==> src/rtl/life_grid_engine_defines.svh <==
// Assertion macros shared by the life grid engine RTL.
// No dependencies; included by files that carry concurrent checks.
`ifndef LIFE_GRID_ENGINE_DEFINES_SVH
`define LIFE_GRID_ENGINE_DEFINES_SVH

// same-cycle implication, disabled while reset is asserted
`define LGE_ASSERT_IMPLY(label, clk, rst_n, ante, cons, msg) \
    label: assert property (@(posedge clk) disable iff (!rst_n) (ante) |-> (cons)) \
        else $error(msg);

// next-cycle implication, disabled while reset is asserted
`define LGE_ASSERT_NEXT(label, clk, rst_n, ante, cons, msg) \
    label: assert property (@(posedge clk) disable iff (!rst_n) (ante) |=> (cons)) \
        else $error(msg);

`endif

==> src/rtl/lge_pkg.sv <==
// Shared types and constants for the life grid engine.
// No dependencies; used by every module of the block.
package lge_pkg;

    // default geometry limits
    localparam int DEF_MAX_COLS = 64;
    localparam int DEF_MAX_ROWS = 64;

    // fixed field widths
    localparam int CMD_W      = 8;
    localparam int GEOM_W     = 7;
    localparam int GEN_W      = 16;
    localparam int ROW_IDX_W  = 6;
    localparam int CELLS_W    = 64;
    localparam int OUT_DATA_W = 72;
    localparam int CFG_ADDR_W = 4;
    localparam int APB_DATA_W = 32;

    // draw commands (ASCII)
    localparam logic [CMD_W-1:0] CMD_UP    = 8'h77; // w
    localparam logic [CMD_W-1:0] CMD_LEFT  = 8'h61; // a
    localparam logic [CMD_W-1:0] CMD_DOWN  = 8'h73; // s
    localparam logic [CMD_W-1:0] CMD_RIGHT = 8'h64; // d
    localparam logic [CMD_W-1:0] CMD_PEN   = 8'h78; // x

    // Life rule
    localparam logic [3:0] BIRTH_COUNT   = 4'd3;
    localparam logic [3:0] SURVIVE_COUNT = 4'd2;

    // register word index (paddr[3:2])
    typedef enum logic [1:0] {
        REG_GRID_WIDTH  = 2'd0,
        REG_GRID_HEIGHT = 2'd1,
        REG_GEN_COUNT   = 2'd2
    } cfg_reg_t;

    // grid store control from the sequencer
    typedef struct packed {
        logic                 rd_en;
        logic [ROW_IDX_W-1:0] rd_addr;
        logic                 wr_en;
        logic [ROW_IDX_W-1:0] wr_addr;
        logic                 clr_en;    // drop rows at or above keep_rows
        logic [GEOM_W-1:0]    keep_rows;
    } mem_ctrl_t;

endpackage

==> src/rtl/lge_row_rule.sv <==
// Row update unit: neighbour count and birth/survival rule for one row.
// Shared by every row of every generation. Depends on lge_pkg.
module lge_row_rule #(
    parameter int COLS = 64
) (
    input  logic [COLS-1:0] up_row,
    input  logic [COLS-1:0] mid_row,
    input  logic [COLS-1:0] dn_row,
    input  logic [COLS-1:0] col_mask,
    output logic [COLS-1:0] next_row
);
    import lge_pkg::*;

    logic [COLS+1:0] up_p;
    logic [COLS+1:0] mid_p;
    logic [COLS+1:0] dn_p;
    logic [3:0]      cnt;

    // zero guard column on each side; column c sees pad bits c..c+2
    always_comb
    begin
        up_p  = {1'b0, up_row, 1'b0};
        mid_p = {1'b0, mid_row, 1'b0};
        dn_p  = {1'b0, dn_row, 1'b0};
        cnt   = '0;
        for (int c = 0; c < COLS; c++)
        begin
            cnt = 4'(up_p[c]) + 4'(up_p[c+1]) + 4'(up_p[c+2])
                + 4'(mid_p[c]) + 4'(mid_p[c+2])
                + 4'(dn_p[c]) + 4'(dn_p[c+1]) + 4'(dn_p[c+2]);
            next_row[c] = col_mask[c]
                && ((cnt == BIRTH_COUNT) || (mid_row[c] && (cnt == SURVIVE_COUNT)));
        end
    end

endmodule

==> config.mk <==
export PLATFORM = sky130hd
export DESIGN_NAME = lge_row_rule
export DESIGN_NICKNAME = d
export VERILOG_FILES = /design/src/rtl/life_grid_engine_defines.svh /design/src/rtl/lge_pkg.sv /design/src/rtl/lge_row_rule.sv
export SDC_FILE = /design/constraint.sdc
export NUM_CORES = 1
export LEC_CHECK = 0
export ABC_AREA = 1
export CORE_MARGIN = 5
export CORE_UTILIZATION = 50
export DETAILED_ROUTE_END_ITERATION = 8
export DONT_BUFFER_PORTS = 1
export PLACE_DENSITY = 0.71
export SLEW_MARGIN = 10
export SYNTH_ARGS = -nofsm -noshare
export SYNTH_HDL_FRONTEND = slang
export SYNTH_SLANG_ARGS = --single-unit
==> constraint.sdc <==
create_clock -name vclk -period 5
set_input_delay 0.5 -clock vclk [all_inputs]
set_output_delay 0.5 -clock vclk [all_outputs]
set_load 0.03 [all_outputs]
Word level (Yosys, flattened, before mapping)
Index checks and enable logic that the tools add are counted.

cells by class
  add/subtract/negate cells = 441
  equal/unequal tests = 128
  reductions and logical operators = 192

operators by type and width
  cell                                                              count
  4-bit by 1-bit adder with 4-bit output                            252
  4-bit by 2-bit == test with 1-bit output (second input constant)  128
  3-bit by 1-bit adder with 4-bit output                            63
  2-bit by 1-bit adder with 3-bit output                            63
  1-bit logical AND                                                 128
  1-bit by 1-bit adder with 2-bit output                            63
  1-bit logical OR                                                  64

storage, ports and cells
  bits in registers = 0
  input bits = 256

Logic depth before layout (Yosys ltp)
  depth after elaboration = 11
  gate-level depth with buffers = 11

Worst setup path after synthesis
No wires, ideal clock.

  path type = input to output
  start point = input up_row[10]
  end point = output next_row[11]
  arrival = 3.302 ns
  data required time = 4.500 ns
  setup slack = 1.198 ns
  stages = 11
  cells stage by stage = inv_1 > fa_1 > fa_1 > fa_1 > inv_1 > ha_1 > fa_1 > nand2_1 > nor2_1 > nand2_1 > nor2_1

on the way
  longest elaborated chain between the ends = 11
  elaborated cells between the ends (all ways) = 12
  classes of those cells = add/sub (7); eq/ne (2); reduce/logical (3)

RTL lines
  item                                                     line                text
  from (decl)                                              lge_row_rule.sv:6   input logic [COLS-1:0] up_row,
  1-bit by 1-bit adder with 2-bit output (*)               lge_row_rule.sv:28  cnt = 4'(up_p[c]) + 4'(up_p[c+1]) + 4'(up_p[c+2])
  2-bit by 1-bit adder with 3-bit output (*)               lge_row_rule.sv:28
  3-bit by 1-bit adder with 4-bit output (*)               lge_row_rule.sv:29  + 4'(mid_p[c]) + 4'(mid_p[c+2])
  4-bit by 1-bit adder with 4-bit output (*)               lge_row_rule.sv:29
  4-bit by 1-bit adder with 4-bit output (*) (3 in a row)  lge_row_rule.sv:30  + 4'(dn_p[c]) + 4'(dn_p[c+1]) + 4'(dn_p[c+2]);
  4-bit by 2-bit == test with 1-bit output                 lge_row_rule.sv:32  && ((cnt == BIRTH_COUNT) || (mid_row[c] && (cnt == SURVIVE_COUNT)));
  1-bit logical AND                                        lge_row_rule.sv:32
  1-bit logical OR (*)                                     lge_row_rule.sv:32
  1-bit logical AND (*)                                    lge_row_rule.sv:32
  to (decl)                                                lge_row_rule.sv:10  output logic [COLS-1:0] next_row

Every way passes the cells marked *; elsewhere a longest branch is shown, timed or not.

Worst setup path after layout
  start point = input up_row[31]
  end point = output next_row[32]

Same word-level chain as after synthesis.

==> out/results.tsv <==
metric	value	unit
pwr dens	206	nW/um^2
Max Used Layer	met4	
Comb power frac	100.0	%
most frequent cells in the layout	568 x inv_1, 252 x fa_1, 249 x nand2_1	
GRT Total Usage	18.3	%
Tcrit/Tclk final	80.6	%
Critical Path End	next_row[32]	
total setup buffers inserted after CTS	0	
critical path startpoint	up_row[31]	
Final nets	2268	
Worst EP required	4.50	ns
critical-path maximum fanout	2	
TNS Setup	0	ns
hold-fix buffers at CTS	0	
Slowest-stage cell, CP	nor2_1	
Worst slew margin	33.8	%
Initial DRC Count	193	
critical-path cell list	inv_1, fa_1, fa_1, fa_1, inv_1, ha_1, fa_1, nand2_1, nor2_1, nand2_1, nor2_1	
placed standard-cell area	12100	sq um
Fillers	2229	
Net Count, Synth	2266	
Period minus WS final	4.03	ns
largest net degree at the start of global routing	4	
CP arrival	3.53	ns
Syn Inst Count	1570	
routed vias	8640	
DIE HEIGHT	163	um
Rows	56	
DR WL met3	2700	um
Synth-to-Final Area Change	3.40	%
grt total ovfl	0	
worst slew pin tran	0.988	ns
mapped cell area	11700	sq um
Switching Power	1.54	mW
initial antenna violation count	0	
RSZ-0062 raised after global routing	false	
Avg Cell Area, Syn	7.47	sq um
most common cell after layout, fill and taps aside	inv_1	
RD Place Congestion	0.855	
startpoint types	input pin	
Yosys warning count	0	
Power Internal	962	uW
CP max stage delay	0.57	ns
most frequent CP cell	fa_1	
# DRC	0	
Die W	163	um
Seq cells	0	
core area	23300	sq um
TritonRoute pass-1 iters	4	
register area share after synthesis	0	%
WL per Instance	12.5	um
peak supply drop	0.000113	V
n_diodes	0	
Hold WC Path Type	input pin to primary output	
post-route ant nets	0	
WS Path Type	input pin to primary output	
vias in the first global route	9254	
Peak Freq	248	MHz
Yosys cell types	9	
DPL Wire Length	23700	um
Switching Fraction	61.5	%
via-per-instance ratio	4.57	
status	finished clean	
Register Area	0	sq um
WL met2	11500	um
final setup violating endpoints	0	
# IOs	320	
global-route wire length before repair	41100	um
post-route cell area	12100	sq um
final hold vios	0	
full die area	26600	sq um
Routed WL	23700	um
Clk pwr share	0	%
endpoint class of the critical path	primary output	
M1 WL	8930	um
register share of total power	0	%
leakage power	7.21	nW
post-cts sizing count	0	
Port Buf Inserts	0	
Maximum Capacitance Violations	0	
share of layout cells above drive strength 1	0	%
CLK BUF	0	
Starting Density	50.4	%
Max Slew Vio Count	0	
-- cell usage after synthesis, drive strengths merged --
| library cell | count | area [sq um] |
|---|---|---|
| inv | 568 | 2130 |
| nor2 | 248 | 931 |
| nand3 | 1 | 5.00 |
| fa | 252 | 5040 |
| ha | 188 | 2350 |
| a211oi | 1 | 7.51 |
| a21oi | 62 | 310 |
| nor3 | 1 | 5.00 |
| nand2 | 249 | 935 |
-- per-stage QoR --
stage | worst slack, ns | hold slack [ns] | power, mW | instances | util (%)
after floorplan | 1.20 | 1.17 | 2.08 | 1570 | -
after global placement | 0.962 | 1.17 | 2.42 | 1889 | 52.1
after detailed placement | 0.939 | 1.18 | 2.53 | 1889 | 52.1
after CTS | 0.939 | 1.18 | 2.55 | 1889 | 52.1
after global routing | 0.812 | 1.19 | 3.01 | 1889 | 52.1
final | 0.968 | 1.18 | 2.50 | 1889 | 52.1
-- routing by layer --
| metal | global-route usage (%) | up-vias |
|---|---|---|
| met1 | 20.8 | 3963 |
| met4 | 3.05 | 0 |
| met5 | 0 | - |
| met3 | 6.71 | 34 |
| li1 | - | 4400 |
| met2 | 33.3 | 243 |
-- layout make-up --
class | count | area (sq um) | share of cell area, %
Tap cell | 319 | 399 | 3.29
Inverter | 568 | 2130 | 17.6
Multi-Input combinational cell | 1002 | 9590 | 79.1
-- power by group through the flow --
stage                     Combinational (mW)  Sequential (mW)  Clock, mW
after global placement                  2.42                0          0
after global routing                    3.01                0          0
final                                   2.50                0          0
after CTS                               2.55                0          0
after detailed placement                2.53                0          0
after floorplan                         2.08                0          0
-- worst min-delay path by stage --
stage | startpoint | to | slack (ns) | cells past startpoint
floorplan | col_mask[63] | next_row[63] | 1.17 | 2
global placement | col_mask[63] | next_row[63] | 1.17 | 2
detailed placement | col_mask[63] | next_row[63] | 1.18 | 2
CTS | col_mask[63] | next_row[63] | 1.18 | 2
global route | col_mask[63] | next_row[63] | 1.19 | 2
finish | col_mask[63] | next_row[63] | 1.18 | 2
-- cells by family (layout without fill, tap and decap cells) --
family / after synthesis / after routing / share of synthesized area [%]
adders and majority gates: 440 / 440 / 63.1
buffers and inverters: 568 / 568 / 18.2
and+or+nand+nor: 499 / 499 / 16.0
AOI/OAI and AO/OA: 63 / 63 / 2.71
-- worst max-delay path: cells and delay by family --
kind	cells	cell delay [ns]
AND/OR/NAND/NOR	4	0.78
adder cells (fa/ha/maj)	5	2.15
buffers and inverters	2	0.09
(Power assumes the default switching activity.)
