--- config.mk ---
export PLATFORM = sky130hd
export DESIGN_NAME = lge_grid_mem
export DESIGN_NICKNAME = d
export VERILOG_FILES = /design/src/rtl/life_grid_engine_defines.svh /design/src/rtl/lge_pkg.sv /design/src/rtl/lge_grid_mem.sv
export SDC_FILE = /design/constraint.sdc
export NUM_CORES = 2
export LEC_CHECK = 0
export BUFFER_PORTS_ARGS = -buffer_cell sky130_fd_sc_hd__clkbuf_2
export CORE_ASPECT_RATIO = 0.75
export CORE_MARGIN = 5
export CORE_UTILIZATION = 57
export DETAILED_ROUTE_END_ITERATION = 12
export HOLD_SLACK_MARGIN = 0.12
export PLACE_DENSITY = 0.76
export SYNTH_ARGS = -nofsm -noshare
export SYNTH_HDL_FRONTEND = slang
export SYNTH_SLANG_ARGS = --single-unit
--- constraint.sdc ---
create_clock -name clk -period 1.7 [get_ports clk]
set_input_delay 0.34 -clock clk [delete_from_list [all_inputs] [get_ports clk]]
set_output_delay 0.34 -clock clk [all_outputs]
set_load 0.005 [all_outputs]
--- src/rtl/life_grid_engine_defines.svh ---
// Assertion macros shared by the life grid engine RTL.
// No dependencies; included by files that carry concurrent checks.
`ifndef LIFE_GRID_ENGINE_DEFINES_SVH
`define LIFE_GRID_ENGINE_DEFINES_SVH

// same-cycle implication, disabled while reset is asserted
`define LGE_ASSERT_IMPLY(label, clk, rst_n, ante, cons, msg) \
    label: assert property (@(posedge clk) disable iff (!rst_n) (ante) |-> (cons)) \
        else $error(msg);

// next-cycle implication, disabled while reset is asserted
`define LGE_ASSERT_NEXT(label, clk, rst_n, ante, cons, msg) \
    label: assert property (@(posedge clk) disable iff (!rst_n) (ante) |=> (cons)) \
        else $error(msg);

`endif

--- src/rtl/lge_pkg.sv ---
// Shared types and constants for the life grid engine.
// No dependencies; used by every module of the block.
package lge_pkg;

    // default geometry limits
    localparam int DEF_MAX_COLS = 64;
    localparam int DEF_MAX_ROWS = 64;

    // fixed field widths
    localparam int CMD_W      = 8;
    localparam int GEOM_W     = 7;
    localparam int GEN_W      = 16;
    localparam int ROW_IDX_W  = 6;
    localparam int CELLS_W    = 64;
    localparam int OUT_DATA_W = 72;
    localparam int CFG_ADDR_W = 4;
    localparam int APB_DATA_W = 32;

    // draw commands (ASCII)
    localparam logic [CMD_W-1:0] CMD_UP    = 8'h77; // w
    localparam logic [CMD_W-1:0] CMD_LEFT  = 8'h61; // a
    localparam logic [CMD_W-1:0] CMD_DOWN  = 8'h73; // s
    localparam logic [CMD_W-1:0] CMD_RIGHT = 8'h64; // d
    localparam logic [CMD_W-1:0] CMD_PEN   = 8'h78; // x

    // Life rule
    localparam logic [3:0] BIRTH_COUNT   = 4'd3;
    localparam logic [3:0] SURVIVE_COUNT = 4'd2;

    // register word index (paddr[3:2])
    typedef enum logic [1:0] {
        REG_GRID_WIDTH  = 2'd0,
        REG_GRID_HEIGHT = 2'd1,
        REG_GEN_COUNT   = 2'd2
    } cfg_reg_t;

    // grid store control from the sequencer
    typedef struct packed {
        logic                 rd_en;
        logic [ROW_IDX_W-1:0] rd_addr;
        logic                 wr_en;
        logic [ROW_IDX_W-1:0] wr_addr;
        logic                 clr_en;    // drop rows at or above keep_rows
        logic [GEOM_W-1:0]    keep_rows;
    } mem_ctrl_t;

endpackage

--- src/rtl/lge_grid_mem.sv ---
// Grid store: one word per row, one write and one registered read port.
// Per-row valid flops give the all-dead reset. Depends on lge_pkg.
module lge_grid_mem #(
    parameter int ROWS = 64,
    parameter int COLS = 64
) (
    input  logic               clk,
    input  logic               rst_n,
    input  lge_pkg::mem_ctrl_t ctrl,
    input  logic [COLS-1:0]    wr_data,
    output logic [COLS-1:0]    rd_data
);
    import lge_pkg::*;

    localparam int AW = $clog2(ROWS);

    logic [COLS-1:0] mem [ROWS];
    logic [COLS-1:0] rd_q_reg;
    logic            rd_valid_reg;
    logic [ROWS-1:0] valid_reg;
    logic [ROWS-1:0] valid_next;

    // row storage, no reset
    always_ff @(posedge clk)
    begin
        if (ctrl.wr_en)
        begin
            mem[ctrl.wr_addr[AW-1:0]] <= wr_data;
        end
        if (ctrl.rd_en)
        begin
            rd_q_reg <= mem[ctrl.rd_addr[AW-1:0]];
        end
    end

    // valid bits: set on write, dropped above the active height
    always_comb
    begin
        valid_next = valid_reg;
        for (int i = 0; i < ROWS; i++)
        begin
            if (ctrl.wr_en && (ctrl.wr_addr[AW-1:0] == AW'(i)))
            begin
                valid_next[i] = 1'b1;
            end
            if (ctrl.clr_en && (GEOM_W'(i) >= ctrl.keep_rows))
            begin
                valid_next[i] = 1'b0;
            end
        end
    end

    always_ff @(posedge clk or negedge rst_n)
    begin
        if (!rst_n)
        begin
            valid_reg    <= '0;
            rd_valid_reg <= 1'b0;
        end
        else
        begin
            valid_reg <= valid_next;
            if (ctrl.rd_en)
            begin
                rd_valid_reg <= valid_reg[ctrl.rd_addr[AW-1:0]];
            end
        end
    end

    // a never-written row reads as dead
    assign rd_data = rd_valid_reg ? rd_q_reg : '0;

endmodule

[Word-level counts from Yosys, hierarchy flattened]
Memory sizes are Yosys's and may differ from the RTL's. A register that Yosys moved wholly into a read port is not among the register bits.
Cells that the tools add are included.
Word-level totals
  flip-flop bits (word level): 65
  memory bits (writable): 4096
  input port bits: 88
  output and inout port bits: 64
  word-level logic and storage cells: 520
  memories: 1
Memory list
  mem: depth 64, width 64, read ports 1, clocked after Yosys merged registers in 1, write ports 1, line lge_grid_mem.sv:17  | logic [COLS-1:0] mem [ROWS];
Cells by class
  magnitude comparators: 65
  equal/unequal tests: 63
  multiplexer cells: 133
  reduce and logical (&&, ||, !) cells: 193
Operator list (count)
  6-bit by 7-bit greater-or-equal comparator with 1-bit output, first input constant: 32
  6-bit equality test, second input constant: 32
  1-bit two-way mux: 131
  1-bit logical AND: 128
  2-bit nonzero test: 64
  5-bit by 7-bit greater-or-equal comparator with 1-bit output, first input constant: 16
  6-bit by 5-bit equality test with 1-bit output, second input constant: 16
  64-bit two-way mux: 1
  4-bit by 7-bit greater-or-equal comparator with 1-bit output, first input constant: 8
  6-bit by 4-bit equality test with 1-bit output, second input constant: 8
  3-bit by 7-bit greater-or-equal comparator with 1-bit output, first input constant: 4
  6-bit by 3-bit equality test with 1-bit output, second input constant: 4
  1-bit by 7-bit greater-or-equal comparator with 1-bit output, first input constant: 2
  2-bit by 7-bit greater-or-equal comparator with 1-bit output, first input constant: 2
  6-bit by 2-bit equality test with 1-bit output, second input constant: 2
  6-bit by 7-bit less-than comparator with 1-bit output, second input constant: 1
  1-bit binary-select mux with 6-bit select: 1
  6-bit by 1-bit equality test with 1-bit output, second input constant: 1
  6-bit logical NOT: 1

[Logic depth before layout (Yosys ltp)]
  depth in word-level cells: 4
  depth in mapped cells: 9
  mapped depth without buffers: 5

[Worst setup path before layout]
Ideal clock, no wire load.
  kind: input to register
  start: in ctrl[11] (netlist bit)
  end: reg valid_reg[48]
  arrival time: 5.933 ns
  required time: 1.616 ns
  setup slack: -4.318 ns
  stages on the path: 5
  path through: clkbuf_1 nor2b_1 nand4b_1 nor3_1 o221a_2
On the way
  word-level cells in the longest chain between the ends: 3
RTL lines
  from (decl): line lge_grid_mem.sv:9  | input lge_pkg::mem_ctrl_t ctrl,
  6-bit equality test: line lge_grid_mem.sv:42  | if (ctrl.wr_en && (ctrl.wr_addr[AW-1:0] == AW'(i)))
  1-bit logical AND: line lge_grid_mem.sv:42
  2-bit nonzero test (no source line)
  to (signal assigned): line lge_grid_mem.sv:62  | valid_reg <= valid_next;
  to (decl): line lge_grid_mem.sv:20  | logic [ROWS-1:0] valid_reg;
No other way between the ends.
A chain may end at the register's enable or synchronous reset.

==> out/qor.yml <==
floorplanning:
  die_height_um: 469
  core_mm2: 0.280
  dieArea_mm2: 0.292
  io_pins: 152
  initial_core_util_pct: 57.3
  die_x_um: 623
  rows: 168
sta:
  slew_headroom_pct: 40.8
  worst_slew_pin_slew_ns: 0.886
  setup_viol: 128
  setup_tns_ns: -53.07
  setup_slack_ns: -0.713
  fmaxAchievable_mhz: 414
  fin_skew_ns: 0.0545
  finalHoldViolations: 0
  period_minus_slack_ns: 2.41
  drv_slew: 0
  rsz0062_at_grt: "yes"
  min_period_over_period_pct: 142
synthesis:
  synth_ff_type: "edfxtp_1"
  synth_area_mm2: 0.160
  synthTopCellsByArea: "edfxtp_1, mux4_2, dfrtp_1"
  netlist.area_leader.share_pct: 77.9
  synth_cells: 6417
  yosysTopAreaCell: "edfxtp_1"
  synth_edf_count: 4160
  ys_seq_area_share_pct: 78.9
  ys_seq_elements: 4225
  synth_cell_types: 43
  synth.most_common_cell: "edfxtp_1"
  yosys_warnings: 0
  synthArstFlopShare_pct: 1.54
  synth_commonest_cells: "edfxtp_1, mux4_2, clkbuf_1, a22oi_1, buf_2"
  syn_area_per_cell_um2: 25.0
  syn_nets: 6505
detailed_routing:
  drc: 0
  wire_per_inst_um: 42.4
  finalWirelength_mm: 507
  dr.pass1.iters: 6
  viasPerCell: 7.12
  ant_nets: 0
  dr_total_vias: 85000
  drt_iter0_markers: 16300
critical_path:
  startpoint_type: "register"
  cp_slowest_stage_delay_ns: 0.57
  cpLargestDelayFamily: "multiplexers"
  path_buf_inv: 1
  cp.required_ns: 2.34
  worstSetupPathType: "register to register"
  worst_path_most_repeated_cell: "mux4_2"
  cp_cell_sequence: "mux4_2 > mux4_2 > a22oi_2 > buf_4 > nand2_2"
  crit_path_end_kind: "register"
  worstPathMaxFanout: 1
  slowest_stage: "mux4_2"
  cp.arrival_ns: 3.05
worst_hold_path:
  hold_class: "primary input to register"
clocking:
  cts_buffer_depth: 4
  cts_tree: "yes"
  cts_buffers: 383
  htree_num_levels: 5
  clk_pin_slew_ns: 0.07
  cts_sinks: 4225
  clock_latency_ns: 0.93
  cts_root_buf: "clkbuf_16"
place:
  dp_cells: 11100
  io_buffers: 151
  finalWeightedCongestion: 0.865
  place_ws_ns: -1.37
  dp_hpwl_mm: 298
  place_area_mm2: 0.181
layout:
  fin_area_mm2: 0.195
  fin_cells: 11900
  nNetsFinal: 7967
  fill_cells: 15200
  drive_above_1_share_pct: 41.5
  area_growth_pct: 21.7
  largest_register_ffs: 4096
power_and_ir_drop:
  pwr-share-comb_pct: 5.9
  power_density_mw_per_mm2: 1110
  power.clock.fraction_pct: 40.7
  p_sw_w: 0.0470
  ir_drop_v: 0.00107
  seqPwrFrac_pct: 53.4
  p_leak_nw: 63.2
  p_sw_share_pct: 21.6
  p_int_w: 0.170
grt:
  antenna_found_initial: 38
  grt_max_degree: 66
  grt_pass1_wl_mm: 701
  track_usage_pct: 34.8
  grt_pass1_vias: 86300
  grt_overflow: 0
run_status:
  violations: "negative setup slack"
  status: "finished, violations left"
job:
  drv_cap: 0
worst min-delay path, stage by stage:
cell,delay (ns)
clkbuf_2,0.11
buf_4,0.17
nor3_4,0.06
buf_12,0.17
cell usage in the layout, fill, tap and decap left out, types with 30 or more instances in the layout:
| master | n |
|---|---|
| a22oi_1 | 45 |
| a22oi_2 | 88 |
| and2_1 | 32 |
| and2_4 | 35 |
| buf_12 | 571 |
| buf_4 | 598 |
| buf_6 | 30 |
| bufinv_16 | 46 |
| clkbuf_1 | 78 |
| clkbuf_16 | 389 |
| clkbuf_2 | 128 |
| clkinv_1 | 73 |
| clkinv_2 | 70 |
| dfrtp_1 | 64 |
| dlygate4sd3_1 | 81 |
| edfxtp_1 | 4160 |
| mux4_2 | 1289 |
| nand2_1 | 73 |
| nor2_4 | 62 |
kinds of logic after synthesis:
family	synth area share, %
AO/OA/AOI/OAI	1.08
AND/OR/NAND/NOR	0.867
buffers and inverters	0.946
flip-flops	78.9
multiplexers	18.2
final timing paths:
| path | endpoint | from | slack [ns] | cells after the start |
|---|---|---|---|---|
| worst max-delay path | rd_q_reg[19] | mem[62][19] | -0.71 | 5 |
| worst min-delay path | mem[48][24] | ctrl[8] | 0.14 | 4 |
| worst max register to register | rd_q_reg[19] | mem[62][19] | -0.71 | 5 |
| worst min register to register | valid_reg[47] | valid_reg[47] | 0.50 | 1 |
| max in group asynchronous | rd_valid_reg | rst_n | 0.83 | 4 |
| min in group asynchronous | valid_reg[59] | rst_n | 0.57 | 4 |
power by group through the flow:
stage          registers [W]  logic (W)  clock network [W]
6_report               0.116     0.0129             0.0883
4_1_cts                0.116     0.0126             0.0886
5_1_grt                0.116     0.0133             0.0935
3_5_place_dp           0.118     0.0117                  0
2_1_floorplan          0.118    0.00594                  0
3_3_place_gp           0.118     0.0113                  0
stage by stage:
step	hold WS [ns]	power (W)	utilization (%)
finish	0.140	0.217	69.8
global route	0.128	0.223	69.8
CTS	0.121	0.217	69.7
detailed placement	0.394	0.130	64.7
global placement	0.389	0.130	64.7
floorplan	0.0444	0.124	-
final cells by class:
| cell class | count | area (µm²) | area share [%] |
|---|---|---|---|
| Multi-Input combinational cell | 1837 | 33500 | 17.2 |
| Inverter | 6 | 22.5 | 0.0115 |
| Clock buffer | 466 | 10000 | 5.12 |
| Tap cell | 3740 | 4680 | 2.40 |
| Timing Repair Buffer | 1426 | 18000 | 9.24 |
| Antenna cell | 15 | 37.5 | 0.0192 |
| Sequential cell | 4225 | 127000 | 64.8 |
| Clock inverter | 229 | 2450 | 1.25 |
timing repair:
item / CTS / global route
hold buffers: 86 / 0
pin swaps: 95 / 17
setup endpoints to repair: 128 / 137
resized for setup: 138 / 67
endpoints found under the hold margin: 4156 / 0
gates cloned: 3 / 1
setup buffers: 1 / 4
metal layers:
| layer | vias up | global-route usage (%) | wire length, µm |
|---|---|---|---|
| li1 | 31000 | - | - |
| met1 | 44000 | 45.9 | 161000 |
| met2 | 8427 | 53.1 | 237000 |
| met3 | 1645 | 10.7 | 76600 |
| met4 | 26 | 18.0 | 32200 |
| met5 | - | 0 | 168 |
No activity file was read; power rests on OpenSTA's default activity.
